--- src/hw/rtl/wcrf_pkg.sv ---
// ----------------------------------------------------------------------------
// wcrf_pkg
// Shared types, widths and the quarter-wave cosine table function of the
// warmup / cosine restart factor pipeline.
// ----------------------------------------------------------------------------
package wcrf_pkg;

	localparam int FRAC_BITS       = 24;
	localparam int COS_TABLE_DEPTH = 1024;

	localparam int EPOCH_W = 32;
	localparam int CYC_W   = 16;
	localparam int RATE_W  = 32;
	localparam int SCALE_W = 25;
	localparam int SEG_W   = 2;

	localparam int TAB_AW  = $clog2(COS_TABLE_DEPTH) + 1;
	localparam int IDX_W   = $clog2(2 * COS_TABLE_DEPTH) + 1;
	localparam int TAB_W   = 31;
	localparam int H_W     = 31;
	localparam int QUOT_W  = FRAC_BITS + 1;

	localparam logic [63:0] Q30_ONE     = 64'd1073741824;
	localparam logic [63:0] HALF_PI_Q30 = 64'd1686629713;

	typedef enum logic [1:0] {
		SEG_WARMUP = 2'd0,
		SEG_DECAY  = 2'd1,
		SEG_FLAT   = 2'd2
	} seg_t;

	typedef enum logic [1:0] {
		REG_WARMUP = 2'd0,
		REG_BASE   = 2'd1,
		REG_FLOOR  = 2'd2,
		REG_CYCLE  = 2'd3
	} reg_idx_t;

	typedef struct packed {
		logic [CYC_W-1:0]  warmup;
		logic [CYC_W-1:0]  cyc;
		logic [CYC_W-1:0]  decay;
		logic [RATE_W-1:0] base;
		logic [RATE_W-1:0] flo;
		logic [RATE_W-1:0] span;
	} cfg_t;

	// cos(k*pi/(2*depth)) in Q30, Horner form of the Taylor series to x^12
	function automatic logic [TAB_W-1:0] cos_entry(input int unsigned k);
		logic [63:0] x;
		logic [63:0] x2;
		logic [63:0] t;
		logic [63:0] p;
		x = (HALF_PI_Q30 * 64'(k) + 64'(COS_TABLE_DEPTH / 2)) / 64'(COS_TABLE_DEPTH);
		x2 = (x * x) >> 30;
		t = Q30_ONE;
		p = ((x2 * t) >> 30) / 64'd132;
		t = (p >= Q30_ONE) ? 64'd0 : Q30_ONE - p;
		p = ((x2 * t) >> 30) / 64'd90;
		t = (p >= Q30_ONE) ? 64'd0 : Q30_ONE - p;
		p = ((x2 * t) >> 30) / 64'd56;
		t = (p >= Q30_ONE) ? 64'd0 : Q30_ONE - p;
		p = ((x2 * t) >> 30) / 64'd30;
		t = (p >= Q30_ONE) ? 64'd0 : Q30_ONE - p;
		p = ((x2 * t) >> 30) / 64'd12;
		t = (p >= Q30_ONE) ? 64'd0 : Q30_ONE - p;
		p = ((x2 * t) >> 30) / 64'd2;
		t = (p >= Q30_ONE) ? 64'd0 : Q30_ONE - p;
		if (k >= COS_TABLE_DEPTH) begin
			t = 64'd0;
		end
		return t[TAB_W-1:0];
	endfunction

endpackage

--- src/hw/rtl/wcrf_phase.sv ---
// ----------------------------------------------------------------------------
// wcrf_phase
// Cycle position by a radix-2 pipelined remainder, then the rounded table
// phase index by a second pipelined divider, two bits per stage.
// ----------------------------------------------------------------------------
module wcrf_phase (
	input  logic                      clk,
	input  logic                      arst_n,
	input  logic                      adv,
	input  wcrf_pkg::cfg_t            cfg,
	input  logic                      in_valid,
	input  logic [wcrf_pkg::EPOCH_W-1:0] epoch,
	output logic                      out_valid,
	output logic [wcrf_pkg::IDX_W-1:0]   idx,
	output wcrf_pkg::seg_t            seg
);
	import wcrf_pkg::*;

	localparam int MOD_STG = (EPOCH_W + 1) / 2;
	localparam int IDX_STG = (IDX_W + 1) / 2;
	localparam int N_W     = CYC_W + IDX_W;

	logic               mv_s    [MOD_STG+1];
	logic               mwarm_s [MOD_STG+1];
	logic [CYC_W-1:0]   mrem_s  [MOD_STG+1];
	logic [EPOCH_W-1:0] moff_s  [MOD_STG+1];
	logic [CYC_W-1:0]   mrem_n  [MOD_STG];
	logic [EPOCH_W-1:0] moff_n  [MOD_STG];

	logic               xv_s    [IDX_STG+1];
	seg_t               xseg_s  [IDX_STG+1];
	logic [CYC_W-1:0]   xrem_s  [IDX_STG+1];
	logic [IDX_W-1:0]   xlow_s  [IDX_STG+1];
	logic [CYC_W-1:0]   xrem_n  [IDX_STG];
	logic [IDX_W-1:0]   xlow_n  [IDX_STG];

	logic [CYC_W-1:0]   pos;
	logic [N_W-1:0]     num;
	seg_t               seg_in;

	// remainder steps
	always_comb begin
		logic [CYC_W-1:0]   r;
		logic [EPOCH_W-1:0] o;
		logic [CYC_W:0]     t;
		for (int k = 0; k < MOD_STG; k++) begin
			r = mrem_s[k];
			o = moff_s[k];
			for (int j = 0; j < 2; j++) begin
				if (k * 2 + j < EPOCH_W) begin
					t = {r, o[EPOCH_W-1]};
					if (t >= {1'b0, cfg.cyc}) begin
						t = t - {1'b0, cfg.cyc};
					end
					r = t[CYC_W-1:0];
					o = {o[EPOCH_W-2:0], 1'b0};
				end
			end
			mrem_n[k] = r;
			moff_n[k] = o;
		end
	end

	// index division steps, quotient shifts into the low word
	always_comb begin
		logic [CYC_W-1:0] r;
		logic [IDX_W-1:0] l;
		logic [CYC_W:0]   t;
		logic             q;
		for (int k = 0; k < IDX_STG; k++) begin
			r = xrem_s[k];
			l = xlow_s[k];
			for (int j = 0; j < 2; j++) begin
				if (k * 2 + j < IDX_W) begin
					t = {r, l[IDX_W-1]};
					q = (t >= {1'b0, cfg.decay});
					if (q) begin
						t = t - {1'b0, cfg.decay};
					end
					r = t[CYC_W-1:0];
					l = {l[IDX_W-2:0], q};
				end
			end
			xrem_n[k] = r;
			xlow_n[k] = l;
		end
	end

	assign pos = mrem_s[MOD_STG];
	assign num = (N_W'(pos) << (IDX_W - 1)) + N_W'(cfg.decay >> 1);

	always_comb begin
		if (mwarm_s[MOD_STG]) begin
			seg_in = SEG_WARMUP;
		end else if (pos >= cfg.decay) begin
			seg_in = SEG_FLAT;
		end else begin
			seg_in = SEG_DECAY;
		end
	end

	always_ff @(posedge clk or negedge arst_n) begin
		if (!arst_n) begin
			for (int k = 0; k <= MOD_STG; k++) begin
				mv_s[k] <= 1'b0;
			end
			for (int k = 0; k <= IDX_STG; k++) begin
				xv_s[k] <= 1'b0;
			end
		end else if (adv) begin
			mv_s[0] <= in_valid;
			for (int k = 0; k < MOD_STG; k++) begin
				mv_s[k+1] <= mv_s[k];
			end
			xv_s[0] <= mv_s[MOD_STG];
			for (int k = 0; k < IDX_STG; k++) begin
				xv_s[k+1] <= xv_s[k];
			end
		end
	end

	always_ff @(posedge clk) begin
		if (adv) begin
			mwarm_s[0] <= (epoch < EPOCH_W'(cfg.warmup));
			mrem_s[0]  <= '0;
			moff_s[0]  <= epoch - EPOCH_W'(cfg.warmup);
			for (int k = 0; k < MOD_STG; k++) begin
				mwarm_s[k+1] <= mwarm_s[k];
				mrem_s[k+1]  <= mrem_n[k];
				moff_s[k+1]  <= moff_n[k];
			end
			xseg_s[0] <= seg_in;
			xrem_s[0] <= num[N_W-1:IDX_W];
			xlow_s[0] <= num[IDX_W-1:0];
			for (int k = 0; k < IDX_STG; k++) begin
				xseg_s[k+1] <= xseg_s[k];
				xrem_s[k+1] <= xrem_n[k];
				xlow_s[k+1] <= xlow_n[k];
			end
		end
	end

	assign out_valid = xv_s[IDX_STG];
	assign idx       = xlow_s[IDX_STG];
	assign seg       = xseg_s[IDX_STG];

endmodule

--- config.mk ---
export PLATFORM = sky130hd
export DESIGN_NAME = wcrf_phase
export DESIGN_NICKNAME = d
export VERILOG_FILES = /design/src/hw/rtl/wcrf_pkg.sv /design/src/hw/rtl/wcrf_phase.sv
export SDC_FILE = /design/constraint.sdc
export NUM_CORES = 2
export LEC_CHECK = 0
export ABC_AREA = 0
export BUFFER_PORTS_ARGS = -buffer_cell sky130_fd_sc_hd__buf_2
export CAP_MARGIN = 20
export CORE_UTILIZATION = 60
export DETAILED_ROUTE_END_ITERATION = 10
export GPL_TIMING_DRIVEN = 0
export PLACE_DENSITY = 0.82
export SYNTH_ARGS = -nofsm -noshare
export SYNTH_HDL_FRONTEND = slang
export SYNTH_SLANG_ARGS = --single-unit
--- constraint.sdc ---
create_clock -name clk -period 6.4 [get_ports clk]
set_clock_uncertainty 0.2 [all_clocks]
set_input_delay 0.96 -clock clk [delete_from_list [all_inputs] [get_ports clk]]
set_output_delay 0.96 -clock clk [all_outputs]
set_load 0.005 [all_outputs]
# [After elaboration in Yosys (flattened, before gate mapping)]
# Memories as Yosys holds them, arrays and structs flattened.
# Cells that the tools add are included.
[totals] regBits=24 ramBits=1043 input_bits=180 out_inout_bits=15 wordCells=170 n_memories=6
[mem_list] memory="moff_s" depth=17 word_bits=32 rd=16 rd_clocked_by_memory_dff=0 write_ports=17 line_no="wcrf_phase.sv:26" source="logic [EPOCH_W-1:0] moff_s [MOD_STG+1];"
[mem_list] memory="mrem_s" depth=17 word_bits=16 rd=17 rd_clocked_by_memory_dff=0 write_ports=17 line_no="wcrf_phase.sv:25" source="logic [CYC_W-1:0] mrem_s [MOD_STG+1];"
[mem_list] memory="xrem_s" depth=7 word_bits=16 rd=6 rd_clocked_by_memory_dff=0 write_ports=7 line_no="wcrf_phase.sv:32" source="logic [CYC_W-1:0] xrem_s [IDX_STG+1];"
[mem_list] memory="xlow_s" depth=7 word_bits=12 rd=7 rd_clocked_by_memory_dff=0 write_ports=7 line_no="wcrf_phase.sv:33" source="logic [IDX_W-1:0] xlow_s [IDX_STG+1];"
[mem_list] memory="mwarm_s" depth=17 word_bits=1 rd=17 rd_clocked_by_memory_dff=0 write_ports=17 line_no="wcrf_phase.sv:24" source="logic mwarm_s [MOD_STG+1];"
[mem_list] memory="xseg_s" depth=7 word_bits=2 rd=7 rd_clocked_by_memory_dff=0 write_ports=7 line_no="wcrf_phase.sv:31" source="seg_t xseg_s [IDX_STG+1];"
[op_classes] add_sub_neg=46 n_lt_le_gt_ge=46 n_mux=48
[ops] cell="$ge A17 B16 Y1" n=44
[ops] cell="$mux W16" n=44
[ops] cell="$sub A16 B16 Y16" n=44
[ops] cell="$lt A32 B16 Y1" n=1
[ops] cell="$sub A32 B16 Y32" n=1
[ops] cell="$add A27 B15 Y28" n=1
[ops] cell="$ge A16 B16 Y1" n=1
[ops] cell="$mux W2" n=2
[ops] cell="$mux W1" n=2

# [Logic depth before layout (Yosys ltp)]
# An unclocked memory read counts as a cell.
[logic_depth] ltp_word=5 depth_mapped=25 depth_no_buf=21

# [Worst setup path after synthesis]
# Ideal clock, no wire load.
[synth_timing] kind="input to register" from="input cfg[113] in the netlist's numbering" to="memory mrem_s[12][6] (netlist: mrem_s[0][198]) (data pin)" setup_ps=260 t_arrival_ps=7572 t_required_ps=5940 path_slack_ps=-1632 path_stages=22 path_buffers=2 cell_sequence="inv_1 -> ha_1 -> nor2b_1 -> o31ai_1 -> a21oi_1 -> a31oi_1 -> a211oi_1 -> nor4_2 -> clkbuf_1 -> nand2_1 -> o21ai_0 -> ha_1 -> nor2b_1 -> o211ai_1 -> a21oi_1 -> a21o_1 -> o41ai_1 -> o21ai_0 -> o21ai_0 -> o211ai_2 -> buf_2 -> mux2_2"
[synth_rtl] item="from (decl)" line_no="wcrf_phase.sv:10" source="input wcrf_pkg::cfg_t cfg,"
[synth_rtl] item="to (decl)" line_no="wcrf_phase.sv:25"

==> results.md <==
- EDFF count, synth: 739
- DRT Wirelength: 152000 um
- Total GRT Usage: 28.2%
- Initial Util: 60.5%
- Post-synth cell types: 83
- Core ar.: 103000 um2
- Crit share post-route: 97.8%
- Critical Path RT: 6.63 ns
- CTS tree: done
- DRC: 0
- Critical Path End Type: register
- Pre-CTS WS: -1.61 ns
- Most used DFF post-synth: edfxtp_1
- Syn Inst Count: 6159
- DR vias/cell: 6.26
- Post-cts hold buffer count: 0
- Max Root-Sink Buffers: 3
- Worst-skew pair later-pin latency: 0.68 ns
- Min-Delay Path Class: in -> async
- Worst-path clk slew: 0.06 ns
- Slew HR: 33.4%
- Die area: 106000 um2
- Critical Path Start Type: input pin
- Mapped cell area: 62600 um2
- First-pass GRT wire length: 244000 um
- Total CTS buffers: 84
- Vias in the first global route: 48400
- Inst Count DP: 7661
- DR iter-0 viols: 3517
- DIE WIDTH: 325 um
- Fillers: 7536
- Synth Area in XOR/XNOR: 7.50%
- Post-synth ARST share: 3.15%
- Area Overhead vs Synth: 12.7%
- DR WL/cell: 19.4 um
- Count of final max-slew check failures: 0
- #FFs+latches synth: 763
- Final WS setup: 0.142 ns
- Ports: 195
- Yosys top cell area share: 35.4%
- Synth Area in Compound Gates: 16.6%
- H-tree depth: 3
- Routed vias: 49200
- Post-synthesis mux area share: 8.80%
- Largest family of logic cells by synthesized area: compound AO/OA/AOI/OAI gates
- Initial antenna violation count: 0
- DRT Pass-1 Iters: 6
- MaxCap Viol Count: 0
- Area after DPL: 67000 um2
- Syn_nets: 7109
- Synth Area in Adders: 15.9%
- Final hold violation count: 0
- Simple-Gate Fraction of Synth Area: 12.3%
- Site Rows: 118
- PortBufs: 98
- Worst Path Class, Setup: in -> reg
- Status: completed
- Post-synthesis sequential area ratio: 36.4%
- Die H: 325 um
- Critical Path Fanout Max: 26
- Yosys warning total: 0
- Avg Cell Area, Syn: 10.2 um2
- Ant diodes: 0
- Layout net count: 7368
- Largest net degree at the start of global routing: 133
- Total clock sinks: 763
- Root Driver: clkbuf_16
- Fmax: 160 MHz
- Global route total overflow: 0
- Hpwl dp: 110000 um
- Post-route ant nets: 0
- GPL Wtd Cong: 0.920
- Fraction of layout cells with a size suffix above 1: 16.7%
- Post-route cell area: 70600 um2
- Slew @ Worst Pin: 0.986 ns
- Synth area leader: edfxtp_1
- Critical Path AT: 6.49 ns
- Post-route insts no fill: 7861
- Area contributors post-synth: edfxtp_1 35%, ha_1 15%, mux2_2 7.8%, xnor2_1 5.4%, a21oi_1 3.5%
- Hold WS: 0.0469 ns
- Setup violations, final: 0
- Tmin final: 6.26 ns
-- path summary, 6_finish.rpt --
path                               from             to  slack [ns]  depth (start not counted)
max in group asynchronous        arst_n        mv_s[8]        5.60                          1
setup / recovery               cfg[118]  mrem_s[0][62]        0.14                         22
hold reg to reg            xlow_s[3][9]  xlow_s[4][11]        0.20                          0
setup reg to reg           xrem_s[4][8]   xrem_s[5][7]        0.50                         21
hold / removal                   arst_n        xv_s[6]        0.05                          1
min in group clk           xlow_s[3][9]  xlow_s[4][11]        0.20                          0
-- layout make-up --
cell class / instances / area, um2 / area share (%)
Buffer: 84 / 719 / 1.02
Clock buffer: 98 / 2230 / 3.15
Clock inverter: 51 / 598 / 0.847
Inverter: 313 / 1260 / 1.79
Multi-Input combinational cell: 4997 / 39800 / 56.4
Sequential cell: 763 / 22800 / 32.3
Tap cell: 1380 / 1730 / 2.45
Timing Repair Buffer: 175 / 1450 / 2.06
-- repair_timing --
action                                  in CTS  in global routing
buffers inserted                            34                 19
hold endpoints to repair                     0                  0
resized for setup                           34                 91
endpoints found under the setup margin     166                209
pin swaps                                    4                  9
-- kinds of logic after synthesis --
logic type	count (synthesis)
AOI/OAI and AO/OA	1620
xor gates and xnor gates	536
and+or+nand+nor	1578
DFF	763
adders and majority gates	770
buffers and inverters	399
muxes	493
-- state kept, by name, indices dropped and copies added (netlist names) --
name	cells
mwarm_s	17
out_valid	1
mrem_s	256
mv_s	17
xrem_s	96
moff_s	272
xv_s	6
xseg_s	14
xlow_s	84
-- synth_stat cells (all sizes together), types with 24 or more instances --
library cell and count:
a211oi 71, a21boi 27, a21o 193, a21oi 434, a31oi 53, and2 35
and3 43, clkbuf 64, dfrtp 24, edfxtp 739, fa 44, ha 726
inv 313, mux2 441, mux2i 52, nand2 394, nand2b 105, nand3 127
nand4 94, nor2 389, nor2b 85, nor3 132, nor4 40, o211ai 38
o21a 94, o21ai 391, o21bai 73, o31ai 35, or2 28, or3 38
xnor2 386, xor2 150
-- metrics by stage --
stage                     utilization [%]   TNS, ns
after floorplan                         -    -94.97
after global routing                 68.2    -0.768
after CTS                            67.9         0
after global placement               64.2  -5798.37
final                                68.2         0
after detailed placement             64.7   -222.73
-- cell usage in the layout (no fill, tap or decap), types with 73 or more instances in the layout --
master       n
clkbuf_16   86
xor2_1     150
ha_1       697
edfxtp_1   739
nand2b_1   105
o21a_1      94
nor2_1     385
mux2_2     373
inv_1      284
xnor2_1    386
a21o_1     193
o21ai_0    330
nand3_1    126
nand2_1    385
o21bai_1    73
buf_2      104
nand4_1     94
a21oi_1    408
nor3_1     130
-- critical path: stages --
cell and delay, ns:
buf_2 0.12, inv_2 0.23, buf_12 0.29, ha_1 0.35, a21o_1 0.24, a21o_1 0.18
a21oi_1 0.22, a31oi_2 0.20, nor4b_2 0.42, o21ai_4 0.16, clkbuf_8 0.23, mux2i_4 0.21
fa_1 0.45, a21o_1 0.20, a21oi_1 0.24, nor2b_1 0.11, o41a_1 0.41, a2111oi_1 0.52
o21bai_1 0.17, a21oi_1 0.20, xnor2_1 0.08, mux2_4 0.26
-- per-layer routing --
metal,part of all wire [%],global-route usage [%]
met1,43,36.4
met2,48,48.1
met3,5.6,3.46
met4,3.8,11.2
met5,0,0
Power is not shown: default switching activity piles up to over one toggle a cycle in this logic, so the estimate is an artifact.
